`src/rtl/core/cbor_hbe_emitter.sv`:
```
// Holds no logic of its own; the block is assembled in cbor_head_byte_emitter
// from cbor_hbe_cfg, cbor_hbe_encode and cbor_hbe_serial. Depends on nothing.

```
`src/rtl/core/cbor_hbe_pkg.sv`:
```
// Shared types, constants and helpers for the CBOR head byte emitter.
// Used by every module under rtl/core; depends on nothing else.

package cbor_hbe_pkg;

  localparam int CAP_W       = 16;
  localparam int POS_W       = 17;
  localparam int VAL_W       = 64;
  localparam int BYTE_W      = 8;
  localparam int GROUP_BYTES = 9;
  localparam int CNT_W       = 4;
  localparam int PADDR_W     = 3;
  localparam int PDATA_W     = 32;

  localparam int DEFAULT_MAX_CAPACITY = 65535;

  localparam logic [POS_W-1:0] POS_MAX   = {POS_W{1'b1}};
  localparam logic [CAP_W-1:0] CAP_RESET = {CAP_W{1'b1}};

  // Register byte addresses.
  localparam logic [PADDR_W-1:0] ADDR_CAPACITY = 3'd0;

  // Additional info codes of the initial byte.
  localparam logic [4:0] AI_IMM_MAX = 5'd23;
  localparam logic [4:0] AI_ARG1    = 5'd24;
  localparam logic [4:0] AI_ARG2    = 5'd25;
  localparam logic [4:0] AI_ARG4    = 5'd26;
  localparam logic [4:0] AI_ARG8    = 5'd27;

  typedef enum logic [1:0] {
    FUNC_HEAD = 2'd0,
    FUNC_RUN  = 2'd1,
    FUNC_DATA = 2'd2,
    FUNC_NONE = 2'd3
  } func_t;

  // All result beats caused by one item, handed from the encoder to the serializer.
  typedef struct packed {
    logic [CNT_W-1:0]              count;
    logic [GROUP_BYTES*BYTE_W-1:0] bytes;
    logic [POS_W-1:0]              pos;
    logic                          stored_first;
    logic                          stored_rest;
    logic                          error_first;
    logic                          error_rest;
  } group_t;

  function automatic logic [POS_W-1:0] sat_inc(input logic [POS_W-1:0] pos);
    sat_inc = (pos == POS_MAX) ? POS_MAX : pos + POS_W'(1);
  endfunction

endpackage

```
`src/rtl/core/cbor_head_byte_emitter.sv`:
```
// CBOR head byte emitter, top level. Depends on cbor_hbe_pkg, cbor_hbe_cfg,
// cbor_hbe_encode and cbor_hbe_serial.
//
// Use: items enter on the in_valid/in_stall channel (func, major, value,
// data_byte); every encoded byte leaves as one beat on out_valid/out_stall
// with its buffer position, a stored flag, a last flag and the sticky error.
// A head item gives one to nine beats, a data byte gives one beat, and a
// raw-run open (or an unused func code, or a head after an error) gives none.
// An accepted item is registered in the input register and evaluated in one pass;
// its group is then loaded into the output register, which offers its first beat.
// Throughput: the output register sends one beat per cycle while the receiver does
// not stall, so data bytes flow one per cycle; a head holds the input while its
// beats go out, and items without beats pass one per cycle each.
// The input register lets the next item be taken while the current group
// still waits on the output. When the receiver stalls, the current beat holds
// and the input stalls once the input register is full.
// Reset clears the length, run state, error flag and both valid stages, and
// sets the capacity register to its maximum. The user must write the capacity
// through the APB-style port only while the block is idle; the block does not enforce it.

module cbor_head_byte_emitter #(
  parameter int MAX_CAPACITY = cbor_hbe_pkg::DEFAULT_MAX_CAPACITY
) (
  input  logic                             clk,
  input  logic                             rst,
  // Configuration port
  input  logic                             psel,
  input  logic                             penable,
  input  logic                             pwrite,
  input  logic [cbor_hbe_pkg::PADDR_W-1:0] paddr,
  input  logic [cbor_hbe_pkg::PDATA_W-1:0] pwdata,
  output logic [cbor_hbe_pkg::PDATA_W-1:0] prdata,
  output logic                             pready,
  // Input channel
  input  logic                             in_valid,
  output logic                             in_stall,
  input  logic [1:0]                       func,
  input  logic [2:0]                       major,
  input  logic [cbor_hbe_pkg::VAL_W-1:0]   value,
  input  logic [7:0]                       data_byte,
  // Output channel
  output logic                             out_valid,
  input  logic                             out_stall,
  output logic [7:0]                       out_byte,
  output logic [cbor_hbe_pkg::POS_W-1:0]   out_pos,
  output logic                             out_stored,
  output logic                             out_last,
  output logic                             out_error
);
  import cbor_hbe_pkg::*;

  logic [CAP_W-1:0] capacity;
  logic             group_valid;
  logic             group_take;
  group_t           group;

  // Capacity register behind the configuration port.
  cbor_hbe_cfg u_cfg (
    .clk      (clk),
    .rst      (rst),
    .psel     (psel),
    .penable  (penable),
    .pwrite   (pwrite),
    .paddr    (paddr),
    .pwdata   (pwdata),
    .prdata   (prdata),
    .pready   (pready),
    .capacity (capacity)
  );

  // The encoder owns the length, run and error state. It evaluates the held
  // item in one pass and offers all of its beats as a single group.
  cbor_hbe_encode #(
    .MAX_CAPACITY (MAX_CAPACITY)
  ) u_encode (
    .clk         (clk),
    .rst         (rst),
    .capacity    (capacity),
    .in_valid    (in_valid),
    .in_stall    (in_stall),
    .func        (func),
    .major       (major),
    .value       (value),
    .data_byte   (data_byte),
    .group_take  (group_take),
    .group_valid (group_valid),
    .group       (group)
  );

  // The serializer takes a new group as its previous last beat leaves, so
  // back-to-back single-beat groups go out one per cycle while the receiver does not stall.
  cbor_hbe_serial u_serial (
    .clk         (clk),
    .rst         (rst),
    .group_valid (group_valid),
    .group       (group),
    .group_take  (group_take),
    .out_valid   (out_valid),
    .out_stall   (out_stall),
    .out_byte    (out_byte),
    .out_pos     (out_pos),
    .out_stored  (out_stored),
    .out_last    (out_last),
    .out_error   (out_error)
  );

endmodule

```
`src/rtl/core/cbor_hbe_cfg.sv`:
```
// APB-style configuration register file holding the buffer capacity.
// Depends on cbor_hbe_pkg.

module cbor_hbe_cfg (
  input  logic                             clk,
  input  logic                             rst,
  input  logic                             psel,
  input  logic                             penable,
  input  logic                             pwrite,
  input  logic [cbor_hbe_pkg::PADDR_W-1:0] paddr,
  input  logic [cbor_hbe_pkg::PDATA_W-1:0] pwdata,
  output logic [cbor_hbe_pkg::PDATA_W-1:0] prdata,
  output logic                             pready,
  output logic [cbor_hbe_pkg::CAP_W-1:0]   capacity
);
  import cbor_hbe_pkg::*;

  logic hit;

  assign hit    = (paddr == ADDR_CAPACITY);
  assign pready = 1'b1;
  assign prdata = hit ? PDATA_W'(capacity) : '0;

  always_ff @(posedge clk) begin
    if (rst) begin
      capacity <= CAP_RESET;
    end else if (psel && penable && pwrite && pready && hit) begin
      capacity <= pwdata[CAP_W-1:0];
    end
  end

endmodule

```
`src/rtl/core/cbor_hbe_encode.sv`:
```
// Input register, encoder state and single-pass head/run/data evaluation.
// Produces a group of result beats per data item and error-free head. Depends on cbor_hbe_pkg.

module cbor_hbe_encode #(
  parameter int MAX_CAPACITY = cbor_hbe_pkg::DEFAULT_MAX_CAPACITY
) (
  input  logic                           clk,
  input  logic                           rst,
  input  logic [cbor_hbe_pkg::CAP_W-1:0] capacity,
  input  logic                           in_valid,
  output logic                           in_stall,
  input  logic [1:0]                     func,
  input  logic [2:0]                     major,
  input  logic [cbor_hbe_pkg::VAL_W-1:0] value,
  input  logic [7:0]                     data_byte,
  input  logic                           group_take,
  output logic                           group_valid,
  output cbor_hbe_pkg::group_t           group
);
  import cbor_hbe_pkg::*;

  // Held item
  logic              item_valid;
  func_t             item_func;
  logic [2:0]        item_major;
  logic [VAL_W-1:0]  item_value;
  logic [BYTE_W-1:0] item_data;

  // Encoder state
  logic [POS_W-1:0] write_length;
  logic             overflow_flag;
  logic             run_fits;
  logic [POS_W-1:0] run_position;

  logic             accept;
  logic             advance;
  logic             has_results;
  logic [CAP_W-1:0] cap_small;
  logic [POS_W-1:0] cap;

  logic [4:0]       ai;
  logic [CNT_W-1:0] nargs;
  logic [VAL_W-1:0] arg_vec;
  logic             ok0;
  logic             ok1;
  logic             err0;
  logic             err1;
  logic [POS_W-1:0] base;
  logic [POS_W:0]   sum_arg;
  logic [POS_W-1:0] wl_head;

  logic             run_hi_zero;
  logic [POS_W:0]   sum_run;
  logic             ok_run;
  logic [POS_W-1:0] wl_run;
  logic             ok_data;

  // Effective capacity is the smaller of the register and the build limit.
  assign cap_small = (capacity < CAP_W'(MAX_CAPACITY)) ? capacity : CAP_W'(MAX_CAPACITY);
  assign cap       = POS_W'(cap_small);

  // Head: argument size and initial byte.
  always_comb begin
    if (item_value <= VAL_W'(AI_IMM_MAX)) begin
      ai    = item_value[4:0];
      nargs = CNT_W'(0);
    end else if (item_value[VAL_W-1:8] == '0) begin
      ai    = AI_ARG1;
      nargs = CNT_W'(1);
    end else if (item_value[VAL_W-1:16] == '0) begin
      ai    = AI_ARG2;
      nargs = CNT_W'(2);
    end else if (item_value[VAL_W-1:32] == '0) begin
      ai    = AI_ARG4;
      nargs = CNT_W'(4);
    end else begin
      ai    = AI_ARG8;
      nargs = CNT_W'(8);
    end
  end

  // Left-align the argument so its most significant byte goes out first.
  always_comb begin
    case (nargs)
      CNT_W'(1): arg_vec = {item_value[7:0], 56'd0};
      CNT_W'(2): arg_vec = {item_value[15:0], 48'd0};
      CNT_W'(4): arg_vec = {item_value[31:0], 32'd0};
      default:   arg_vec = item_value;
    endcase
  end

  assign ok0     = (write_length < cap);
  assign err0    = !ok0;
  assign base    = sat_inc(write_length);
  assign sum_arg = {1'b0, base} + (POS_W+1)'(nargs);
  assign ok1     = (sum_arg <= {1'b0, cap});
  assign err1    = err0 || !ok1;
  assign wl_head = (nargs == '0) ? base :
                   ((sum_arg > {1'b0, POS_MAX}) ? POS_MAX : sum_arg[POS_W-1:0]);

  // Raw run reservation.
  assign run_hi_zero = (item_value[VAL_W-1:POS_W] == '0);
  assign sum_run     = {1'b0, write_length} + {1'b0, item_value[POS_W-1:0]};
  assign ok_run      = run_hi_zero && (sum_run <= {1'b0, cap});
  assign wl_run      = (!run_hi_zero || (sum_run > {1'b0, POS_MAX})) ? POS_MAX
                                                                       : sum_run[POS_W-1:0];

  assign ok_data = run_fits && (run_position < cap);

  always_comb begin
    group = '0;
    if (item_func == FUNC_HEAD) begin
      group.count        = nargs + CNT_W'(1);
      group.bytes        = {item_major, ai, arg_vec};
      group.pos          = write_length;
      group.stored_first = ok0;
      group.stored_rest  = ok1;
      group.error_first  = err0;
      group.error_rest   = err1;
    end else begin
      group.count        = CNT_W'(1);
      group.bytes        = {item_data, 64'd0};
      group.pos          = run_position;
      group.stored_first = ok_data;
      group.stored_rest  = ok_data;
      group.error_first  = overflow_flag;
      group.error_rest   = overflow_flag;
    end
  end

  assign has_results = ((item_func == FUNC_HEAD) && !overflow_flag) || (item_func == FUNC_DATA);
  assign group_valid = item_valid && has_results;
  assign advance     = item_valid && (!has_results || group_take);
  assign in_stall    = item_valid && !advance;
  assign accept      = in_valid && !in_stall;

  always_ff @(posedge clk) begin
    if (rst) begin
      item_valid <= 1'b0;
    end else if (accept) begin
      item_valid <= 1'b1;
    end else if (advance) begin
      item_valid <= 1'b0;
    end
  end

  always_ff @(posedge clk) begin
    if (accept) begin
      item_func  <= func_t'(func);
      item_major <= major;
      item_value <= value;
      item_data  <= data_byte;
    end
  end

  always_ff @(posedge clk) begin
    if (rst) begin
      write_length  <= '0;
      overflow_flag <= 1'b0;
      run_fits      <= 1'b0;
      run_position  <= '0;
    end else if (advance) begin
      case (item_func)
        FUNC_HEAD: begin
          if (!overflow_flag) begin
            run_fits      <= 1'b0;
            write_length  <= wl_head;
            overflow_flag <= err0 || ((nargs != '0) && !ok1);
          end
        end
        FUNC_RUN: begin
          if (!overflow_flag) begin
            overflow_flag <= !ok_run;
            run_fits      <= ok_run;
            run_position  <= write_length;
            write_length  <= wl_run;
          end
        end
        FUNC_DATA: begin
          run_position <= sat_inc(run_position);
        end
        default: begin
        end
      endcase
    end
  end

`ifndef SYNTH
  a_error_sticky: assert property (@(posedge clk) disable iff (rst)
    overflow_flag |=> overflow_flag)
    else $error("overflow error cleared without reset");

  a_head_closes_run: assert property (@(posedge clk) disable iff (rst)
    (advance && (item_func == FUNC_HEAD) && !overflow_flag) |=> !run_fits)
    else $error("head did not close the open raw run");
`endif

endmodule

```
`src/rtl/core/cbor_hbe_serial.sv`:
```
// Output serializer: holds one group and sends its bytes one beat per cycle
// while the receiver does not stall. Depends on cbor_hbe_pkg.

module cbor_hbe_serial (
  input  logic                           clk,
  input  logic                           rst,
  input  logic                           group_valid,
  input  cbor_hbe_pkg::group_t           group,
  output logic                           group_take,
  output logic                           out_valid,
  input  logic                           out_stall,
  output logic [7:0]                     out_byte,
  output logic [cbor_hbe_pkg::POS_W-1:0] out_pos,
  output logic                           out_stored,
  output logic                           out_last,
  output logic                           out_error
);
  import cbor_hbe_pkg::*;

  logic [CNT_W-1:0]              cnt;
  logic                          first;
  logic [GROUP_BYTES*BYTE_W-1:0] bytes;
  logic [POS_W-1:0]              pos;
  logic                          stored_first;
  logic                          stored_rest;
  logic                          error_first;
  logic                          error_rest;
  logic                          beat_done;

  assign out_valid  = (cnt != '0);
  assign out_last   = (cnt == CNT_W'(1));
  assign out_byte   = bytes[GROUP_BYTES*BYTE_W-1 -: BYTE_W];
  assign out_pos    = pos;
  assign out_stored = first ? stored_first : stored_rest;
  assign out_error  = first ? error_first : error_rest;

  assign beat_done  = out_valid && !out_stall;
  assign group_take = !out_valid || (beat_done && out_last);

  always_ff @(posedge clk) begin
    if (rst) begin
      cnt   <= '0;
      first <= 1'b0;
    end else if (group_take) begin
      cnt   <= group_valid ? group.count : '0;
      first <= 1'b1;
    end else if (beat_done) begin
      cnt   <= cnt - CNT_W'(1);
      first <= 1'b0;
    end
  end

  always_ff @(posedge clk) begin
    if (group_take && group_valid) begin
      bytes        <= group.bytes;
      pos          <= group.pos;
      stored_first <= group.stored_first;
      stored_rest  <= group.stored_rest;
      error_first  <= group.error_first;
      error_rest   <= group.error_rest;
    end else if (beat_done) begin
      bytes <= {bytes[GROUP_BYTES*BYTE_W-BYTE_W-1:0], BYTE_W'(0)};
      pos   <= sat_inc(pos);
    end
  end

`ifndef SYNTH
  a_hold_count: assert property (@(posedge clk) disable iff (rst)
    (out_valid && out_stall) |=> (out_valid && $stable(cnt)))
    else $error("beat count moved while the receiver stalled");

  a_group_continues: assert property (@(posedge clk) disable iff (rst)
    (beat_done && !out_last) |=> (out_valid && !first))
    else $error("group ended before its last beat");

  a_group_loads: assert property (@(posedge clk) disable iff (rst)
    (group_take && group_valid) |=> (out_valid && first))
    else $error("taken group did not appear on the output");
`endif

endmodule

```
`config.mk`:
```
export PLATFORM = sky130hd
export DESIGN_NAME = cbor_head_byte_emitter
export DESIGN_NICKNAME = d
export VERILOG_FILES = /design/src/rtl/core/cbor_hbe_emitter.sv /design/src/rtl/core/cbor_hbe_pkg.sv /design/src/rtl/core/cbor_head_byte_emitter.sv /design/src/rtl/core/cbor_hbe_cfg.sv /design/src/rtl/core/cbor_hbe_encode.sv /design/src/rtl/core/cbor_hbe_serial.sv
export SDC_FILE = /design/constraint.sdc
export NUM_CORES = 1
export LEC_CHECK = 0
export BUFFER_PORTS_ARGS = -buffer_cell sky130_fd_sc_hd__buf_4
export CAP_MARGIN = 10
export CORE_AREA = 5 5 244 198
export CTS_BUF_LIST = sky130_fd_sc_hd__clkbuf_4
export DETAILED_ROUTE_END_ITERATION = 10
export DIE_AREA = 0 0 249 203
export GPL_TIMING_DRIVEN = 0
export PLACE_DENSITY = 0.44
export SYNTH_ARGS = -nofsm -noshare
export SYNTH_HDL_FRONTEND = slang
export SYNTH_SLANG_ARGS = --single-unit
```
`constraint.sdc`:
```
create_clock -name clk -period 14.85 [get_ports clk]
set_input_delay 2.2275 -clock clk [delete_from_list [all_inputs] [get_ports clk]]
set_output_delay 2.2275 -clock clk [all_outputs]
set_load 0.1 [all_outputs]
```
==> results.rst <==
.. list-table::
   :header-rows: 1

   * - Metric
     - Value
   * - Outcome
     - complete, no violations
   * - Post-Syn Area per Cell
     - 9.85 um^2
   * - Placed wire-length estimate after detailed placement
     - 38000 um
   * - Share of Yosys cell area claimed by the top area cell type
     - 37.8%
   * - Logic depth of the worst register-to-register path
     - 23
   * - Area of the die
     - 50500 um^2
   * - Most instantiated flip-flop cell in the synthesis netlist
     - sky130_fd_sc_hd__edfxtp_1
   * - Initial antenna violation count
     - 3
   * - Max IR drop VDD
     - 0.145 mV
   * - Number of buffers inserted during clock tree synthesis
     - 67
   * - CP endpoint kind
     - register
   * - Clock Latency Late Sink
     - 0.82 ns
   * - Post-CTS Resized
     - 0
   * - Average vias per placed instance
     - 5.23
   * - Minimum clock period after layout
     - between 7 and 8 ns
   * - Total number of clock tree sinks
     - 228
   * - H-tree depth
     - 3
   * - Biggest area consumer among synthesized cells
     - sky130_fd_sc_hd__edfxtp_1
   * - Area of the mapped netlist
     - 13500 um^2
   * - Type of the worst min-delay path
     - register to register
   * - Data arrival time at the worst-slack endpoint
     - slightly above 8 ns
   * - Clock tree skew after final layout
     - ~0.075 ns
   * - Number of warning messages in the yosys log
     - 0
   * - Post-synth ARST share
     - 0%
   * - Remaining DRCs
     - 0
   * - Number of hold violations in the final report
     - 0
   * - Initial core utilization
     - roughly 30%
   * - Worst slew margin relative to its limit
     - 26.9%
   * - Global-route usage over all layers
     - 19.1%
   * - Worst hold stages
     - 2
   * - Number of standard cells after synthesis
     - 1372
   * - Switching power summed over all nets
     - 1060 uW
   * - Number of search-and-repair iterations in the first detailed-routing pass
     - 6
   * - Arithmetic-cell share of the synthesized area counting full adders, half adders and majority gates
     - 8.72%
   * - Die outline width
     - 249 um
   * - Sw Share
     - 40.5%
   * - Fraction of final layout cells with drive strength greater than 1
     - between 10% and 20%
   * - Setup Viol. Count Final
     - 0
   * - Layout net count
     - 1819
   * - Most frequent cells in the layout
     - 175 x sky130_fd_sc_hd__buf_4, 170 x sky130_fd_sc_hd__edfxtp_1, 157 x sky130_fd_sc_hd__nand2_1
   * - Part of the cycle the worst path needs
     - 50.7%
   * - Data required time at the worst endpoint
     - between 15 and 20 ns
   * - Clock Root Buffer
     - sky130_fd_sc_hd__clkbuf_4
   * - Power, Total
     - 2620 uW
   * - Cell area after layout
     - 16400 um^2
   * - Post-synth EDFFs
     - 170
   * - Placeable core area
     - about 45000 um^2
   * - Detail-routed net length per standard cell
     - roughly 22 um
   * - Worst Setup Slack, final
     - 7.32 ns
   * - Via count
     - 11900
   * - Die span in y
     - a little over 200 um
   * - Area overhead of the layout relative to synthesis
     - 21.7%
   * - Reg power frac
     - between 40% and 50%
   * - Total of buffers placed on input and output ports
     - 148
   * - Largest family of logic cells by synthesized area
     - compound AO/OA/AOI/OAI gates
   * - Count of unique library cells instantiated by Yosys
     - 81
   * - Total Neg Setup Slack
     - 0 ns
   * - Post-Synth XOR/XNOR Area
     - 3.37%
   * - Fmax
     - 0.133 GHz
   * - Number of nets still failing antenna checks after routing
     - 0
   * - Wirelength, routed
     - between 40000 and 50000 um
   * - Most common library cell in the layout ignoring fill and taps
     - sky130_fd_sc_hd__buf_4
   * - Post-CTS setup-driven buffer insertion count
     - 0
   * - Combinational share of power
     - approximately a third
   * - Standard cell area after detailed placement
     - 15500 um^2
   * - Maximum number of pins on one net before global-route repair
     - 64
   * - Sequential area share after synthesis
     - about 46%
   * - Worst min-delay path startpoint
     - u_encode.run_fits
   * - Number of max-slew violations in the final report
     - 0
   * - Maximum buffer depth of the clock tree
     - 3
   * - Crit Path Max Fanout
     - 11
   * - Power Density
     - 159 nW/um^2
   * - Worst R2R Start
     - u_encode.item_value[47]
   * - Worst-case hold path end point
     - u_encode.run_fits
   * - Flop-to-flop setup slack
     - 7.32 ns
   * - Placer's final routability congestion estimate
     - 0.902
   * - Worst-path clk slew
     - 0.06 ns
   * - Number of DRC markers in iteration 0
     - 1189
   * - Endpoint of the lowest-slack register-to-register path
     - u_encode.overflow_flag
   * - Register bit total from synthesis
     - 228
   * - Leak Pwr
     - between 0.006 and 0.007 uW
   * - Boundary Pins
     - around 180
   * - Fraction of the mapped netlist area in simple logic gates
     - 16.3%
   * - Clk pwr share
     - 25.3%
   * - Clock tree from TritonCTS
     - yes
   * - Synth area leaders
     - sky130_fd_sc_hd__edfxtp_1 38%, sky130_fd_sc_hd__dfxtp_1 8.6%, sky130_fd_sc_hd__ha_1 8.4%
   * - Overflow left after global routing
     - 0
   * - Internal Power
     - ~1600 uW
   * - Mux share of post-synthesis cell area
     - 0.472%
   * - Row count
     - 70
   * - Vias in the first global route
     - 11500
   * - Crit Path Class
     - register to register
   * - Area fraction in compound gates after synthesis
     - 19.9%
   * - RSZ-0062 raised after global routing
     - no
   * - Global-route wire length before repair
     - 73200 um
   * - Setup slack after placement
     - 7.48 ns
   * - Worst-Margin Slew
     - 1.09 ns
   * - Critical path startpoint category
     - register
   * - Hold buffers post-CTS
     - 0
   * - Maxcap violations
     - 0
[state kept, by name, indices dropped and copies added, names as in the netlist, 2 cells and up]
register,cells
u_encode.item_value,64
u_serial.cnt,4
u_serial.out_pos,17
u_encode.item_major,3
u_cfg.capacity,16
u_encode.item_data,8
u_serial.bytes,72
u_encode.run_position,17
u_encode.write_length,17
u_encode.item_func,2
[through the flow]
step / hold slack [ns] / util [%] / instances
floorplan: 0.432 / - / 1387
global placement: 0.478 / 34.0 / 2147
detailed placement: 0.481 / 34.2 / 2150
CTS: 0.488 / 36.2 / 2263
global route: 0.526 / 36.2 / 2266
finish: 0.476 / 36.2 / 2266
[critical path, stage by stage, from the launching register on]
cell                       delay, ns
sky130_fd_sc_hd__edfxtp_1       0.40
sky130_fd_sc_hd__nor4_1         0.70
sky130_fd_sc_hd__nand4_1        0.32
sky130_fd_sc_hd__nor4_1         0.85
sky130_fd_sc_hd__nand2_1        0.39
sky130_fd_sc_hd__inv_2          0.31
sky130_fd_sc_hd__ha_1           0.23
sky130_fd_sc_hd__inv_1          0.06
sky130_fd_sc_hd__fa_1           0.40
sky130_fd_sc_hd__nor2b_1        0.12
sky130_fd_sc_hd__o21ai_0        0.11
sky130_fd_sc_hd__nor2b_1        0.21
sky130_fd_sc_hd__or4_4          0.55
sky130_fd_sc_hd__nor2_1         0.38
sky130_fd_sc_hd__xnor2_1        0.16
sky130_fd_sc_hd__ha_1           0.31
sky130_fd_sc_hd__nand4_1        0.11
sky130_fd_sc_hd__nor2_1         0.17
sky130_fd_sc_hd__o211ai_1       0.12
sky130_fd_sc_hd__o211ai_1       0.29
sky130_fd_sc_hd__a21boi_0       0.14
sky130_fd_sc_hd__a32oi_1        0.50
sky130_fd_sc_hd__a211oi_1       0.26
sky130_fd_sc_hd__o32ai_1        0.30
[cells by family after synthesis]
| group | after synthesis |
|---|---|
| AOI/OAI and AO/OA | 392 |
| xor gates and xnor gates | 52 |
| adders and majority gates | 93 |
| buffers and inverters | 143 |
| DFF | 228 |
| muxes | 6 |
| other | 2 |
| and+or+nand+nor | 456 |
[synth_stat cells, drive strengths merged, types with 13 or more instances]
| cell | instances |
|---|---|
| a211o | 19 |
| a211oi | 18 |
| a21o | 28 |
| a21oi | 96 |
| a22o | 27 |
| a31oi | 18 |
| a32oi | 19 |
| and2 | 36 |
| buf | 40 |
| clkbuf | 56 |
| dfxtp | 58 |
| edfxtp | 170 |
| ha | 91 |
| inv | 47 |
| nand2 | 158 |
| nand2b | 13 |
| nand3 | 32 |
| nand4 | 20 |
| nor2 | 98 |
| nor2b | 13 |
| nor3 | 27 |
| nor4 | 25 |
| o21ai | 68 |
| xnor2 | 31 |
| xor2 | 21 |
[per-layer routing]
layer | share of wire (%) | global-route usage (%)
met5 | 0 | 0
met2 | 41 | 26.8
met1 | 48 | 28.7
met4 | 2.1 | 5.32
met3 | 8.2 | 5.06
[worst max path at each step]
| stage | slack [ns] | from | to |
|---|---|---|---|
| finish | 7.32 | u_encode.item_value[47] | u_encode.overflow_flag |
| global route | 6.81 | u_encode.item_value[47] | u_encode.overflow_flag |
| CTS | 7.38 | u_encode.item_value[47] | u_encode.overflow_flag |
| detailed placement | 7.48 | u_encode.item_value[47] | u_encode.overflow_flag |
| global placement | 6.02 | out_stall | u_encode.item_value[10] |
| floorplan | 7.60 | out_stall | u_encode.item_data[0] |
[cell type report]
class / instances / area, um^2
diodes: 3 / 7.51
plain buffers: 96 / 474
clock buffers: 99 / 743
clock inverters: 14 / 168
fillers: 4632 / 29000
inverters: 47 / 176
multi-input cells: 1016 / 6670
flip-flops and latches: 228 / 6270
well taps: 612 / 766
repair buffers: 151 / 1180
[power by group through the flow]
stage | sequential, uW | combinational (uW) | clock, uW
finish | 1050 | 905 | 664
floorplan | 1200 | 492 | 0
global route | 1060 | 966 | 721
global placement | 1080 | 892 | 0
CTS | 1050 | 912 | 687
detailed placement | 1060 | 907 | 0
Note: power is estimated with default switching activity, not from simulation.
